`src/rtl/core/kea_pkg.sv`:
```
// Package for key_event_autorepeat: word types, key table, register indexes and constants.
package kea_pkg;

    localparam int TABLE_SIZE    = 21;
    localparam int TABLE_ENTRIES = 21;
    localparam int COUNT_WIDTH   = 16;
    localparam int ACTIVE_ENTRIES = (TABLE_ENTRIES < TABLE_SIZE) ? TABLE_ENTRIES : TABLE_SIZE;

    localparam int KEY_W   = 5;
    localparam int DELAY_W = 16;
    localparam int PULSE_W = 16;

    // config register indexes
    localparam logic [1:0] CFG_REMOTE_ENABLE = 2'd0;
    localparam logic [1:0] CFG_FIRST_DELAY   = 2'd1;
    localparam logic [1:0] CFG_NEXT_DELAY    = 2'd2;

    localparam logic [DELAY_W-1:0] FIRST_DELAY_RST = 16'd500;
    localparam logic [DELAY_W-1:0] NEXT_DELAY_RST  = 16'd175;

    localparam logic [KEY_W-1:0] KEY_NONE = '0;

    typedef struct packed {
        logic [1:0]  scan_group0;
        logic [31:0] scan_group1;
        logic        usb_line;
        logic [31:0] now_ms;
        logic        cancel_repeat;
    } t_in_word;

    typedef struct packed {
        logic [KEY_W-1:0]   pressed_key;
        logic [KEY_W-1:0]   clicked_key;
        logic [KEY_W-1:0]   repeat_key;
        logic               remote_level;
        logic [PULSE_W-1:0] remote_pulse;
    } t_out_word;

    // key table: group select (0 shutter, 1 main), key code, mask
    localparam logic KEY_GRP [TABLE_SIZE] = '{
        1'b1, 1'b1, 1'b1, 1'b1, 1'b1, 1'b0, 1'b0, 1'b1, 1'b1, 1'b1, 1'b1,
        1'b1, 1'b1, 1'b1, 1'b1, 1'b1, 1'b1, 1'b1, 1'b1, 1'b1, 1'b1
    };

    localparam logic [KEY_W-1:0] KEY_CODE [TABLE_SIZE] = '{
        5'd1, 5'd2, 5'd3, 5'd4, 5'd5, 5'd6, 5'd7, 5'd8, 5'd8, 5'd9, 5'd9,
        5'd10, 5'd11, 5'd12, 5'd13, 5'd14, 5'd15, 5'd16, 5'd17, 5'd18, 5'd19
    };

    localparam logic [31:0] KEY_MASK [TABLE_SIZE] = '{
        32'h0002_0000, 32'h0008_0000, 32'h0001_0000, 32'h0004_0000, 32'h0010_0000,
        32'h0000_0003, 32'h0000_0001, 32'h1000_0000, 32'h1800_0000, 32'h0100_0000,
        32'h0500_0000, 32'h0020_0000, 32'h0000_2000, 32'h0000_4000, 32'h0040_0000,
        32'h0000_1000, 32'h0000_0008, 32'h0000_0010, 32'h0000_0020, 32'h4000_0000,
        32'h0200_0000
    };

    // entry is the first one carrying its code (used for the held-key test)
    localparam logic KEY_FIRST [TABLE_SIZE] = '{
        1'b1, 1'b1, 1'b1, 1'b1, 1'b1, 1'b1, 1'b1, 1'b1, 1'b0, 1'b1, 1'b0,
        1'b1, 1'b1, 1'b1, 1'b1, 1'b1, 1'b1, 1'b1, 1'b1, 1'b1, 1'b1
    };

endpackage

```
`src/rtl/core/key_event_autorepeat.sv`:
```
// Top level of key_event_autorepeat: scan decode, click detect, autorepeat, remote pulse count.
// An accepted input word passes through the input register and then the result register.
// Throughput: one word per cycle while i_out_ready is high; the key table compare and the 32-bit
// elapsed-time compare sit in one path between the input register and the result register.
// Reset (i_rst_n low, synchronous): valids clear, key/repeat/remote state clears,
// delays return to 500 and 175 ms, remote measurement disabled.
module key_event_autorepeat
    import kea_pkg::*;
(
    input  logic               i_clk,
    input  logic               i_rst_n,
    // scan word in
    input  logic               i_in_valid,
    output logic               o_in_ready,
    input  t_in_word           i_in_word,
    // result word out
    output logic               o_out_valid,
    input  logic               i_out_ready,
    output t_out_word          o_out_word,
    // config writes
    input  logic               i_cfg_valid,
    output logic               o_cfg_ready,
    input  logic [1:0]         i_cfg_index,
    input  logic [DELAY_W-1:0] i_cfg_data
);

    // ---------------- config registers ----------------
    logic               r_remote_enable;
    logic [DELAY_W-1:0] r_first_delay;
    logic [DELAY_W-1:0] r_next_delay;

    assign o_cfg_ready = 1'b1;

    always_ff @(posedge i_clk) begin
        if (!i_rst_n) begin
            r_remote_enable <= 1'b0;
            r_first_delay   <= FIRST_DELAY_RST;
            r_next_delay    <= NEXT_DELAY_RST;
        end else if (i_cfg_valid) begin
            unique case (i_cfg_index)
                CFG_REMOTE_ENABLE: r_remote_enable <= i_cfg_data[0];
                CFG_FIRST_DELAY:   r_first_delay   <= i_cfg_data;
                CFG_NEXT_DELAY:    r_next_delay    <= i_cfg_data;
                default: ;         // unused index, write dropped
            endcase
        end
    end

    // ---------------- pipeline control ----------------
    // Stage 1 holds the accepted scan word; it moves into the result register
    // (and commits its state update) whenever that register is free or draining.
    logic     r_s1_valid;
    t_in_word r_s1_word;
    logic     r_out_valid;
    t_out_word r_out_word;
    logic     s1_go;

    assign s1_go      = r_s1_valid && (!r_out_valid || i_out_ready);
    assign o_in_ready = !r_s1_valid || s1_go;

    always_ff @(posedge i_clk) begin
        if (!i_rst_n) begin
            r_s1_valid <= 1'b0;
        end else if (o_in_ready) begin
            r_s1_valid <= i_in_valid;
        end
    end

    always_ff @(posedge i_clk) begin
        if (o_in_ready && i_in_valid) begin
            r_s1_word <= i_in_word;
        end
    end

    // ---------------- persistent state ----------------
    logic [1:0]             r_prev_g0;
    logic [31:0]            r_prev_g1;
    logic [KEY_W-1:0]       r_tracked;
    logic [31:0]            r_last_time;
    logic                   r_repeating;
    logic [COUNT_WIDTH-1:0] r_remote_count;
    logic                   r_remote_level;

    logic [KEY_W-1:0]       n_tracked;
    logic [31:0]            n_last_time;
    logic                   n_repeating;
    logic [COUNT_WIDTH-1:0] n_remote_count;
    logic                   n_remote_level;
    t_out_word              n_out_word;

    // ---------------- table decode ----------------
    logic [TABLE_SIZE-1:0] cur_hit;   // all mask bits low now
    logic [TABLE_SIZE-1:0] prv_off;   // some mask bit was high last sample
    logic [KEY_W-1:0]      pressed;
    logic [KEY_W-1:0]      clicked;
    logic                  tracked_down;
    logic [KEY_W-1:0]      tracked_c;

    always_comb begin
        cur_hit = '0;
        prv_off = '0;
        for (int i = 0; i < TABLE_SIZE; i++) begin
            if (KEY_GRP[i]) begin
                cur_hit[i] = ((r_s1_word.scan_group1 & KEY_MASK[i]) == 32'd0);
                prv_off[i] = ((r_prev_g1 & KEY_MASK[i]) != 32'd0);
            end else begin
                cur_hit[i] = ((r_s1_word.scan_group0 & KEY_MASK[i][1:0]) == 2'd0);
                prv_off[i] = ((r_prev_g0 & KEY_MASK[i][1:0]) != 2'd0);
            end
        end
    end

    // first hit in table order: scan from the back, earlier entries override
    always_comb begin
        pressed = KEY_NONE;
        clicked = KEY_NONE;
        for (int i = ACTIVE_ENTRIES - 1; i >= 0; i--) begin
            if (cur_hit[i]) begin
                pressed = KEY_CODE[i];
                if (prv_off[i]) begin
                    clicked = KEY_CODE[i];
                end
            end
        end
    end

    // cancel drops the tracked key ahead of this sample
    assign tracked_c = r_s1_word.cancel_repeat ? KEY_NONE : r_tracked;

    // held test uses only the first active entry of the tracked code
    always_comb begin
        tracked_down = 1'b0;
        for (int i = 0; i < ACTIVE_ENTRIES; i++) begin
            if (KEY_FIRST[i] && (KEY_CODE[i] == tracked_c) && cur_hit[i]) begin
                tracked_down = 1'b1;
            end
        end
    end

    // ---------------- autorepeat ----------------
    logic [31:0]      elapsed;
    logic [31:0]      delay_ext;
    logic             delay_over;
    logic [KEY_W-1:0] repeat_key;

    assign elapsed    = r_s1_word.now_ms - r_last_time;
    assign delay_ext  = {16'd0, (r_repeating ? r_next_delay : r_first_delay)};
    // wrapping time: a negative difference never counts as elapsed
    assign delay_over = !elapsed[31] && (elapsed > delay_ext);

    always_comb begin
        n_tracked   = tracked_c;
        n_last_time = r_last_time;
        n_repeating = r_repeating;
        repeat_key  = KEY_NONE;
        if (clicked != KEY_NONE) begin
            n_tracked   = clicked;
            n_repeating = 1'b0;
            n_last_time = r_s1_word.now_ms;
            repeat_key  = clicked;
        end else if ((tracked_c != KEY_NONE) && tracked_down) begin
            if (delay_over) begin
                n_repeating = 1'b1;
                n_last_time = r_s1_word.now_ms;
                repeat_key  = tracked_c;
            end
        end else begin
            n_tracked = KEY_NONE;
        end
    end

    // ---------------- remote pulse length ----------------
    logic [31:0]        count_ext;
    logic [PULSE_W-1:0] pulse;

    assign count_ext = 32'(r_remote_count);

    always_comb begin
        n_remote_count = r_remote_count;
        n_remote_level = r_remote_level;
        pulse          = '0;
        if (r_remote_enable) begin
            n_remote_level = r_s1_word.usb_line;
            if (r_s1_word.usb_line) begin
                if (r_remote_count != '1) begin   // saturate at all ones
                    n_remote_count = r_remote_count + 1'b1;
                end
            end else if (r_remote_count != '0) begin
                pulse = (count_ext > 32'h0000_FFFF) ? '1 : count_ext[PULSE_W-1:0];
                n_remote_count = '0;
            end
        end
    end

    always_comb begin
        n_out_word.pressed_key  = pressed;
        n_out_word.clicked_key  = clicked;
        n_out_word.repeat_key   = repeat_key;
        n_out_word.remote_level = n_remote_level;
        n_out_word.remote_pulse = pulse;
    end

    // ---------------- state and result registers ----------------
    always_ff @(posedge i_clk) begin
        if (!i_rst_n) begin
            r_prev_g0      <= '0;
            r_prev_g1      <= '0;
            r_tracked      <= KEY_NONE;
            r_last_time    <= '0;
            r_repeating    <= 1'b0;
            r_remote_count <= '0;
            r_remote_level <= 1'b0;
        end else if (s1_go) begin
            r_prev_g0      <= r_s1_word.scan_group0;
            r_prev_g1      <= r_s1_word.scan_group1;
            r_tracked      <= n_tracked;
            r_last_time    <= n_last_time;
            r_repeating    <= n_repeating;
            r_remote_count <= n_remote_count;
            r_remote_level <= n_remote_level;
        end
    end

    always_ff @(posedge i_clk) begin
        if (!i_rst_n) begin
            r_out_valid <= 1'b0;
        end else if (s1_go) begin
            r_out_valid <= 1'b1;
        end else if (i_out_ready) begin
            r_out_valid <= 1'b0;
        end
    end

    always_ff @(posedge i_clk) begin
        if (s1_go) begin
            r_out_word <= n_out_word;
        end
    end

    assign o_out_valid = r_out_valid;
    assign o_out_word  = r_out_word;

    // ---------------- assertions ----------------
    // a click is always reported as the event key
    a_click_is_event: assert property (@(posedge i_clk) disable iff (!i_rst_n)
        (r_out_valid && (r_out_word.clicked_key != KEY_NONE))
        |-> (r_out_word.repeat_key == r_out_word.clicked_key))
        else $error("click not reported as event key");

    // any event needs some key down in the same sample
    a_event_needs_press: assert property (@(posedge i_clk) disable iff (!i_rst_n)
        (r_out_valid && (r_out_word.repeat_key != KEY_NONE))
        |-> (r_out_word.pressed_key != KEY_NONE))
        else $error("event key with nothing pressed");

    // no pulse is measured while the remote is disabled
    a_no_pulse_disabled: assert property (@(posedge i_clk) disable iff (!i_rst_n)
        (s1_go && !r_remote_enable) |=> (r_out_word.remote_pulse == '0))
        else $error("remote pulse while disabled");

    // a stalled stage-1 word is not dropped
    a_s1_holds: assert property (@(posedge i_clk) disable iff (!i_rst_n)
        (r_s1_valid && !s1_go) |=> (r_s1_valid && $stable(r_s1_word)))
        else $error("stage-1 word lost under stall");

endmodule

```
`config.mk`:
```
export PLATFORM = sky130hd
export DESIGN_NAME = key_event_autorepeat
export DESIGN_NICKNAME = d
export VERILOG_FILES = /design/src/rtl/core/kea_pkg.sv /design/src/rtl/core/key_event_autorepeat.sv
export SDC_FILE = /design/constraint.sdc
export NUM_CORES = 1
export LEC_CHECK = 0
export BUFFER_PORTS_ARGS = -buffer_cell sky130_fd_sc_hd__clkbuf_2
export CORE_ASPECT_RATIO = 0.7
export CORE_MARGIN = 3
export CORE_UTILIZATION = 30
export CTS_CLUSTER_DIAMETER = 30
export CTS_CLUSTER_SIZE = 14
export DETAILED_ROUTE_END_ITERATION = 8
export PLACE_DENSITY = 0.54
export SYNTH_ARGS = -nofsm -noshare
export SYNTH_HDL_FRONTEND = slang
export SYNTH_SLANG_ARGS = --single-unit
```
`constraint.sdc`:
```
create_clock -name i_clk -period 4.5 [get_ports i_clk]
set_input_delay 0.225 -clock i_clk [delete_from_list [all_inputs] [get_ports i_clk]]
set_output_delay 0.225 -clock i_clk [all_outputs]
set_load 0.005 [all_outputs]
```
==> results of run 1 <==
-- layout by cell type, fill, tap and decap left out, types with 19 or more instances in the layout --
master	count
ha_1	48
clkbuf_2	110
o21ai_0	36
and2_1	20
xor2_1	19
dfxtp_1	111
inv_1	54
nand2_1	232
nand3_1	31
buf_4	43
edfxtp_1	87
nor2b_1	22
mux2i_1	51
a21oi_1	49
a21boi_0	44
nor2_1	47
dlygate4sd3_1	64
-- logic make-up after synthesis --
group,count (synthesis),share of synthesized area (%)
AND/OR/NAND/NOR,431,18.9
flip-flops,198,46.5
buffers and inverters,106,5.45
AO/OA/AOI/OAI,222,14.4
adder cells (fa/ha/maj),50,6.09
multiplexers,55,5.56
XOR/XNOR,36,3.03
other,1,0.0360
-- synth_stat cells, drive strengths merged (11+ instances only) --
cell / instances
nand2: 233
ha: 49
a21o: 14
o21ai: 41
edfxtp: 87
o211ai: 11
nand3: 32
a21boi: 46
clkbuf: 30
nor2b: 23
dfxtp: 111
buf: 14
xor2: 19
inv: 55
mux2i: 51
and2: 21
a21oi: 54
nand2b: 16
nand4: 17
xnor2: 17
nor2: 47
-- registers in the layout, indices dropped and copies added (netlist names) --
signal,cells
r_s1_word,55
o_out_word,32
r_last_time,32
r_prev_g1,19
r_first_delay,16
r_next_delay,16
r_remote_count,16
r_tracked,5
r_prev_g0,2
o_out_valid,1
r_remote_enable,1
r_remote_level,1
r_repeating,1
r_s1_valid,1
-- final timing paths --
kind                                                   start                             to  cells after the start
worst max-delay path                  r_s1_word[2]$_DFFE_PP_    r_last_time[5]$_SDFFE_PN0P_                     19
worst min register to register  r_last_time[28]$_SDFFE_PN0P_   r_last_time[28]$_SDFFE_PN0P_                      2
worst min-delay path                           i_cfg_data[2]  r_first_delay[2]$_SDFFE_PN1P_                      3
worst max register to register        r_s1_word[2]$_DFFE_PP_    r_last_time[5]$_SDFFE_PN0P_                     19
-- power by group --
part           internal, mW  total [mW]  switching, mW  leakage (nW)
combinational         0.416       0.910          0.494          2.97
clock                 0.726        1.48          0.750         0.277
sequential             1.98        2.04         0.0611          1.74
total                  3.12        4.42           1.30          4.98
-- layer usage --
metal | track usage, % | vias to the layer above | share of wire (%)
met3 | 3.52 | 18 | 4.5
met2 | 20.5 | 158 | 40
met5 | 0 | - | 0.049
li1 | - | 4211 | -
met4 | 3.33 | 2 | 0.87
met1 | 22.1 | 3886 | 54
-- cell type report --
type                    instances  share of cell area, %
clock buffers                  18                   3.34
clock inverters                14                  0.924
inverters                      55                   1.60
multi-input cells             795                   39.5
flip-flops and latches        198                   37.6
well taps                     464                   4.51
repair buffers                221                   12.6
-- worst register-to-register path, cell delays in order (launching register included) --
cell	delay (ns)
edfxtp_1	0.39
ha_1	0.28
nor2b_1	0.15
o2111a_1	0.28
o21a_1	0.18
o21ai_0	0.15
nand2b_1	0.11
a21oi_1	0.21
o21bai_1	0.10
xor2_1	0.15
ha_1	0.30
nand4_1	0.18
nor4_2	0.38
o211ai_1	0.23
nor4_2	0.30
nand4_1	0.15
o31a_1	0.29
a21o_4	0.26
buf_12	0.18
mux2i_1	0.13
-- per-stage QoR --
step                      area [µm²]  power [mW]
after floorplan                10400        2.65
after global placement         11500        2.88
after detailed placement       11500        2.89
after CTS                      12800        4.47
after global routing           12900        4.65
final                          12900        4.42
-- what timing repair did --
item	in CTS	in global routing
endpoints found under the hold margin	67	0
pin swaps	15	1
hold buffers	64	0
buffers inserted	4	1
setup endpoints to repair	37	38
gates cloned	3	0
resized for setup	14	7
==> qor.txt, run 1 <==
Initial antenna violation count: 1
CP max stage delay: 0.39 ns
N_diodes: 0
DR vias/cell: 4.69
IO buf count: 111
FF/Latch Area: 4830 µm²
H-Tree Depth: 4
Clk_skew: 0.0142 ns
Tcrit/Tclk final: 100%
Antenna-violating nets left: 0
Setup slack after layout: -0.00657 ns
Max-slew headroom: 38.4%
Root buf cell: clkbuf_16
Vias: 8,275
Yosys reg bits: 198
Max Root-Sink Buffers: 2
Starting DRT DRC Count: 563
Mapped Cells: 1,099
Clock Latency Late Sink: 0.46 ns
Footprint of the multi-input gates: 5080 µm²
Async SR Flop Fraction: 0%
Delay-heaviest family, CP: compound AO/OA/AOI/OAI gates
Num rows: 56
Synth cell types: 68
Pwr Density: 344 nW/µm²
Fillers: 3,431
Status: complete, but fails checks
RSZ-0062 raised after global routing: yes
Max Slew Vio Count: 0
Min Tclk post-route: 4.51 ns
Hold slack: 0.0321 ns
Pleak: 4.98 nW
Final Instance Count excl. Fillers: 1,765
Post-layout util: 38.0%
Ys Warns: 0
Failing checks: setup timing
Hold Path Class: input port to flop
Synth top area share: 25.1%
CP Data Required Time: 4.84 ns
Worst-path clk slew: 0.08 ns
Crit path cell chain: ha_1, nor2b_1, o2111a_1, o21a_1, o21ai_0, nand2b_1, a21oi_1, o21bai_1, xor2_1, ha_1, nand4_1, nor4_2, o211ai_1, nor4_2, nand4_1, o31a_1, a21o_4, buf_12, mux2i_1
Largest net degree at the start of global routing: 67
Num ports: 126
Crit path DAT: 4.84 ns
Total grt overflow: 0
Avg Inst Size Synth: 9.47 µm²
Die width: 229 µm
Syn Nets: 1,240
Die Y: 162 µm
Worst R2R Setup Slack: -0.007 ns
Area leader, netlist: edfxtp_1
Share of layout cells above drive strength 1: 17.1%
Slew @ Worst Pin: 0.925 ns
Number of synthesized flops with an enable pin: 87
Final setup fails: 7
Avg WL per Cell: 15.1 µm
Seq/Total Area, Yosys: 46.5%
Final wirelength: 26,600 µm
Max Freq: 222 MHz
RePlAce Congestion: 0.834
Critical path's slowest cell: edfxtp_1
Max VDD drop: 0.243 mV
Fin. Hold Viols: 0
Vias in the first global route: 8,023
DR DRC count: 0
Pre-CTS setup slack: -0.221 ns
Initial Utilization: 30.7%
Crit end category: flop
CP max FO: 8
Area growth syn-to-layout: 23.7%
DIE AREA: 37,000 µm²
Top_reg_cell synth: dfxtp_1
DP HPWL: 19,000 µm
Cts bufs inserted: 17
CTS tree: done
CTS Sinks: 198
Crit Path Class: flop to flop
CP bufs+invs: 1
Worst setup SP type: flop
Pre-antenna DRT Iters: 5
Core area: 33,800 µm²
First-pass GRT wire length: 42,900 µm
Number of max-cap violations: 0
Area of the mapped netlist: 10,400 µm²
Final-stage net count: 1,429
Cells after DPL: 1,661
GRT Total Usage: 14.5%
Top post-synthesis cells by area: edfxtp_1 (25%), dfxtp_1 (21%), nand2_1 (8.4%)
TNS Setup: -0.0200 ns
No activity file was read; power rests on OpenSTA's default activity.
==> run 2: changes to the inputs <==
Settings changed: ABC_AREA set to 1.
==> run 2 against run 1 <==
Against the previous run:
- the run now ends clean
- die area grew 1.4%
- global-route usage increased by 0.93 points
- synthesized area rose by 1.4%
- setup slack gained 0.62 ns
- first-iteration DRC count grew 15%
- clock power about the same
- cell area shrank 0.54%
- sequential power hardly changed
- combinational power grew 19%
- sequential share of layout area increased by 0.21 points
- register-to-register slack gained 0.62 ns
- critical endpoint is now r_last_time[8]$_SDFFE_PN0P_
- largest cell class is now registers
- highest routed layer is now met4
==> qor.txt, run 2 <==
Slew @ Worst Pin: 0.895 ns (-0.0296 ns)
Hold buffer count at CTS: 61 (-4.7%)
Sw Pwr: 1.51 mW (+16%)
CTS tree: done
Final Instance Count excl. Fillers: 2,024 (+15%)
Worst setup SP type: flop
DR DRC count: 0 (unchanged)
Num rows: 56 (unchanged)
Pint: 3.14 mW (+0.59%)
DIE AREA: 37,500 µm² (+1.4%)
Combinational share of power: 23.2% (+2.6 points)
Root buf cell: clkbuf_16
Die Y: 163 µm (+0.69%)
Fin. Hold Viols: 0 (unchanged)
Vias: 9,307 (+12%)
Pre-antenna DRT Iters: 5 (unchanged)
Clock Latency Late Sink: 0.46 ns (about the same)
Die width: 230 µm (+0.70%)
Number of flip-flops under the largest register name: 55 (unchanged)
DP HPWL: 21,600 µm (+13%)
Initial antenna violation count: 0 (-1)
CP max FO: 42 (+34)
TNS Setup: 0 ns (+0.0200 ns)
Synth top area share: 24.8% (-0.36 points)
Number of max-cap violations: 0 (unchanged)
Flop pwr share: 44.4% (-1.7 points)
RSZ-0062 raised after global routing: no
IO buf count: 111 (unchanged)
DR vias/cell: 4.60 (-1.9%)
Starting DRT DRC Count: 646 (+15%)
Max-slew headroom: 40.3% (+2.0 points)
CP Data Required Time: 4.85 ns (about the same)
Min Tclk post-route: 3.89 ns (-0.616 ns)
Cell mode on critical path: a21oi_1
Syn Nets: 1,518 (+22%)
RePlAce Congestion: 0.912 (+9.4%)
Final-stage net count: 1,688 (+18%)
N_diodes: 0 (unchanged)
Hold Path Class: input port to flop
Max Slew Vio Count: 0 (unchanged)
Seq/Total Area, Yosys: 45.8% (-0.66 points)
Pleak: 5.62 nW (+13%)
Final setup fails: 0 (-7)
Area leader, netlist: edfxtp_1
Commonest non-fill, non-tap cell in the layout: nand2_1
Post-layout util: 37.6% (-0.44 points)
Cells after DPL: 1,931 (+16%)
Top_reg_cell synth: dfxtp_1
# resized after CTS: 0 (-14)
Async SR Flop Fraction: 0% (unchanged)
Num ports: 126 (unchanged)
Vias in the first global route: 8,523 (+6.2%)
Total grt overflow: 0 (unchanged)
GRT Total Usage: 15.4% (+0.93 points)
Count leader, synth: nand2_1
Avg Inst Size Synth: 7.66 µm² (-19%)
CP max stage delay: 0.44 ns (+0.05 ns)
Cts bufs inserted: 17 (unchanged)
Commonest cells in the netlist: nand2_1 (313), nor2_1 (212), inv_1 (196)
Max VDD drop: 0.251 mV (+3.2%)
Initial Utilization: 31.0% (+0.25 points)
Register with the most flip-flops: r_s1_word
Yosys reg bits: 198 (unchanged)
Clk_skew: 0.0160 ns (+0.00180 ns)
Crit path cell chain: ha_1, a21oi_1, o21ai_0, a21oi_1, nand2_2, xor2_1, ha_1, nand4_1, nor3_1, a21oi_1, o211ai_1, nand3_2, nand2_2, buf_4, nand2_1, nand2_1, nor2_1
Switching share of power: 32.5% (+3.0 points)
Share of layout cells above drive strength 1: 11.2% (-5.8 points)
Crit end category: flop
Antenna-violating nets left: 0 (unchanged)
Number of synthesized flops with an enable pin: 87 (unchanged)
Crit path DAT: 4.24 ns (-0.60 ns)
Max Root-Sink Buffers: 2 (unchanged)
Clock power share: 32.4% (-1.0 points)
Ys Warns: 0 (unchanged)
Synth cell types: 51 (-25%)
Mapped Cells: 1,377 (+25%)
H-Tree Depth: 4 (unchanged)
Postcts setup bufs: 0 (-4)
First-pass GRT wire length: 45,800 µm (+6.8%)
Status: finished, final reports clean
Core area: 34,100 µm² (+0.62%)
Most frequent cells in the layout: nand2_1 (313), nor2_1 (212), inv_1 (195)
Avg WL per Cell: 14.1 µm (-6.4%)
Largest net degree at the start of global routing: 88 (+31%)
Final wirelength: 28,500 µm (+7.3%)
Critical path's slowest cell: edfxtp_1
Area of the mapped netlist: 10,600 µm² (+1.4%)
Top post-synthesis cells by area: edfxtp_1 (25%), dfxtp_1 (21%), nand2_1 (11%)
CTS Sinks: 198 (unchanged)
Pwr Density: 363 nW/µm² (+5.6%)
Max Freq: 257 MHz (+16%)
Crit Path Class: flop to flop
Tcrit/Tclk final: 86.5% (-14 points)
Worst-path clk slew: 0.08 ns (about the same)
Area growth syn-to-layout: 21.3%
## run 2: cell type report
| type | count | area (µm²) |
|---|---|---|
| fill | 3574 | 21300 |
| sequential | 198 | 4830 |
| multi-input combinational | 950 | 4830 |
| timing repair buffer | 181 | 1230 |
| inverter | 199 | 747 |
| tap | 464 | 581 |
| clock buffer | 18 | 429 |
| clock inverter | 14 | 139 |
## run 2: worst paths after layout
| kind | from | end | slack, ns | cells past startpoint |
|---|---|---|---|---|
| hold reg to reg | r_prev_g1[27]$_SDFFE_PN0P_ | r_prev_g1[27]$_SDFFE_PN0P_ | 0.45 | 2 |
| setup / recovery | r_s1_word[9]$_DFFE_PP_ | r_last_time[8]$_SDFFE_PN0P_ | 0.61 | 17 |
| hold / removal | i_cfg_data[13] | r_first_delay[13]$_SDFFE_PN0P_ | 0.03 | 3 |
| setup reg to reg | r_s1_word[9]$_DFFE_PP_ | r_last_time[8]$_SDFFE_PN0P_ | 0.61 | 17 |
## run 2: metrics by stage
step | cell area, µm² | setup WS [ns] | hold WS, ns | total power [mW]
final | 12800 | 0.609 | 0.0256 | 4.65
after global placement | 11600 | 0.669 | 0.402 | 3.12
after detailed placement | 11600 | 0.602 | 0.404 | 3.13
after global routing | 12800 | 0.187 | 0.0309 | 4.94
after floorplan | 10600 | 1.38 | 0.324 | 2.83
after CTS | 12800 | 0.567 | 0.00972 | 4.70
## run 2: metal layers
metal | GRT usage, % | vias up | routed length (µm)
li1 | - | 4819 | -
met4 | 3.09 | 0 | 174
met5 | 0 | - | 0
met3 | 3.37 | 10 | 1690
met1 | 24.3 | 4235 | 15500
met2 | 21.4 | 243 | 11200
## run 2: power by group through the flow
stage | logic (mW) | registers, mW | clock network, mW
after detailed placement | 1.03 | 2.10 | 0
after global routing | 1.24 | 2.07 | 1.62
final | 1.08 | 2.06 | 1.51
after CTS | 1.08 | 2.06 | 1.56
after floorplan | 0.747 | 2.09 | 0
after global placement | 1.02 | 2.10 | 0
## run 2: kinds of logic after synthesis
group                    after synthesis  synth area share, %
other                                  1               0.0355
buffers and inverters                229                 8.49
AND/OR/NAND/NOR                      653                 25.6
flip-flops                           198                 45.8
XOR/XNOR                              17                 1.41
AO/OA/AOI/OAI                        214                 11.2
adder cells (fa/ha/maj)               50                 6.00
multiplexers                          15                 1.42
## run 2: worst max-delay path, delay by kind of cell, from the launching register on
family                   cells  cell delay [ns]
buffers and inverters        1             0.37
XOR/XNOR                     1             0.18
flip-flops                   1             0.44
AO/OA/AOI/OAI                5             1.07
adder cells (fa/ha/maj)      2             0.73
AND/OR/NAND/NOR              8             0.98
==> run 3: changes to the inputs <==
Settings changed: CORE_UTILIZATION 30 to 59, PLACE_DENSITY 0.54 to 0.88.
==> run 3 against run 2 <==
Against the previous run:
- sequential power about the same
- wire length down 7.6%
- worst hold slack worse by 0.0063 ns
- via count up 3.4%
- fmax down 4.0%
- sequential share of layout area up 1.1 points
- total power down 0.67%
- critical path depth up 5
- flip-flop and latch count unchanged
- combinational power about the same
- first-iteration DRC count up 89%
- non-clock buffer count down 8
- critical path type unchanged
- critical endpoint is now r_last_time[16]$_SDFFE_PN0P_
- largest cell class unchanged
==> qor.txt, run 3 (same netlist as run 2, synthesis figures left out) <==
Status: finished, final reports clean
Root buf cell: clkbuf_16
DR vias/cell: 5.40 (+17%)
Hold Path Depth: 3 (unchanged)
Die Y: 118 µm (-28%)
Min Tclk post-route: 4.05 ns (+0.161 ns)
Final wirelength: 26,400 µm (-7.6%)
Hold EP: r_next_delay[3]$_SDFFE_PN1P_
Cts bufs inserted: 17 (unchanged)
Crit Path Class: flop to flop
Die width: 166 µm (-28%)
Max Slew Vio Count: 0 (unchanged)
DP HPWL: 19,000 µm (-12%)
CP Data Required Time: 4.84 ns (about the same)
Vias: 9,624 (+3.4%)
CP max FO: 57 (+36%)
Num rows: 40 (-29%)
Commonest non-fill, non-tap cell in the layout: nand2_1
CTS Sinks: 198 (unchanged)
Total grt overflow: 0 (unchanged)
IO buf count: 111 (unchanged)
CTS tree: done
Number of max-cap violations: 0 (unchanged)
Cells after DPL: 1,696 (-12%)
Final Instance Count excl. Fillers: 1,783 (-12%)
RSZ-0062 raised after global routing: no
Pre-antenna DRT Iters: 6 (+1)
Most frequent cells in the layout: nand2_1 (313), nor2_1 (212), inv_1 (195)
FF-to-FF path depth: 22 (+5)
First-pass GRT wire length: 43,500 µm (-5.0%)
Largest net degree at the start of global routing: 72 (-18%)
Crit path DAT: 4.39 ns (+0.15 ns)
Max-slew headroom: 41.2% (+0.88 points)
Number of flip-flops under the largest register name: 55 (unchanged)
N_diodes: 0 (unchanged)
Max Freq: 247 MHz (-4.0%)
Initial Utilization: 60.8% (+30 points)
Vias in the first global route: 8,777 (+3.0%)
Core area: 17,400 µm² (-49%)
DIE AREA: 19,600 µm² (-48%)
Num ports: 126 (unchanged)
Max VDD drop: 0.264 mV (+5.2%)
Final setup fails: 0 (unchanged)
GRT Total Usage: 26.9% (+12 points)
Worst R2R Setup Slack: 0.45 ns (-0.16 ns)
Final-stage net count: 1,680 (-0.47%)
Pleak: 5.58 nW (-0.64%)
Antenna-violating nets left: 0 (unchanged)
Crit end category: flop
Worst setup SP type: flop
Hold Path Class: input port to flop
Area growth syn-to-layout: 17.8%
Tcrit/Tclk final: 90.0% (+3.6 points)
RePlAce Congestion: 0.924 (+1.2%)
TNS Setup: 0 ns (unchanged)
HP Start: i_cfg_data[3]
DR DRC count: 0 (unchanged)
Fin. Hold Viols: 0 (unchanged)
Clk_skew: 0.0171 ns (+0.00107 ns)
Clock Latency Late Sink: 0.45 ns (about the same)
Slew @ Worst Pin: 0.880 ns (-0.0153 ns)
Post-layout util: 71.6% (+34 points)
Postcts setup bufs: 0 (unchanged)
Worst r2r src: r_s1_word[1]$_DFFE_PP_
Worst-path clk slew: 0.08 ns (about the same)
Initial antenna violation count: 0 (unchanged)
Max Root-Sink Buffers: 2 (unchanged)
Share of layout cells above drive strength 1: 11.0% (-0.20 points)
Starting DRT DRC Count: 1,219 (+89%)
Pwr Density: 371 nW/µm² (+2.2%)
Worst r2r dst: r_last_time[16]$_SDFFE_PN0P_
Register with the most flip-flops: r_s1_word
H-Tree Depth: 4 (unchanged)
Avg WL per Cell: 14.8 µm (+4.9%)
-- run 3: changes by cell type in the layout (fill, tap and decap cells not counted), moves of 2 or more --
cell	previous run	this run
dlygate4sd3_1	61	55
nor3_2	5	3
inv_6	2	4
nor3_1	20	22
inv_8	4	2
buf_4	9	6
-- run 3: repair_timing --
item | CTS | global route
resized for setup | 0 | 0
hold buffers | 55 | 0
hold endpoints to repair | 55 | 0
-- run 3: layout make-up --
type	instances	area (µm²)
clock inverter	14	138
sequential	198	4830
inverter	199	747
fill	1367	4940
clock buffer	18	429
tap	231	289
multi-input combinational	950	4820
timing repair buffer	173	1170
-- run 3: metal layers --
layer	vias up	routed length (µm)	GRT usage, %
met2	419	10900	38.7
met4	0	293	6.70
met5	-	0	0
li1	4802	-	-
met1	4379	12800	41.6
met3	24	2340	5.40
-- run 3: worst max-delay path by stage --
stage / startpoint / to / cells past startpoint
floorplan: r_s1_word[1]$_DFFE_PP_ / r_last_time[0]$_SDFFE_PN0P_ / 23
global placement: r_s1_word[1]$_DFFE_PP_ / r_last_time[9]$_SDFFE_PN0P_ / 22
detailed placement: r_s1_word[1]$_DFFE_PP_ / r_last_time[16]$_SDFFE_PN0P_ / 22
CTS: r_s1_word[1]$_DFFE_PP_ / r_last_time[16]$_SDFFE_PN0P_ / 22
global route: r_s1_word[1]$_DFFE_PP_ / r_last_time[14]$_SDFFE_PN0P_ / 22
finish: r_s1_word[1]$_DFFE_PP_ / r_last_time[16]$_SDFFE_PN0P_ / 22
-- run 3: worst max-delay path, cell delays in order, from the launching register on --
cell,delay (ns)
edfxtp_1,0.38
inv_1,0.09
ha_1,0.13
inv_1,0.06
fa_1,0.40
nand2_1,0.08
nand2_1,0.07
nand2_1,0.15
inv_1,0.06
nand3_1,0.08
nand3_1,0.19
xor2_1,0.22
ha_1,0.30
nand4_1,0.14
nor3_1,0.35
a21oi_1,0.13
o211ai_1,0.28
nand3_2,0.11
nand2_2,0.20
buf_12,0.26
nand2_1,0.09
nand2_1,0.08
nor2_1,0.05
-- run 3: report_power, final --
group          total (mW)  switching, mW  internal [mW]  leakage (nW)
clock                1.48          0.743          0.734         0.275
combinational        1.07          0.670          0.399          3.56
sequential           2.07         0.0686           2.00          1.75
-- run 3: metrics by stage --
step / power, mW / cell area [µm²] / worst slack [ns] / hold WS, ns
floorplan: 2.83 / 10600 / 1.38 / 0.324
global placement: 3.07 / 11300 / 0.750 / 0.401
detailed placement: 3.11 / 11300 / 0.548 / 0.404
CTS: 4.60 / 12400 / 0.537 / 0.00819
global route: 4.85 / 12400 / 0.220 / 0.0207
finish: 4.61 / 12400 / 0.449 / 0.0193
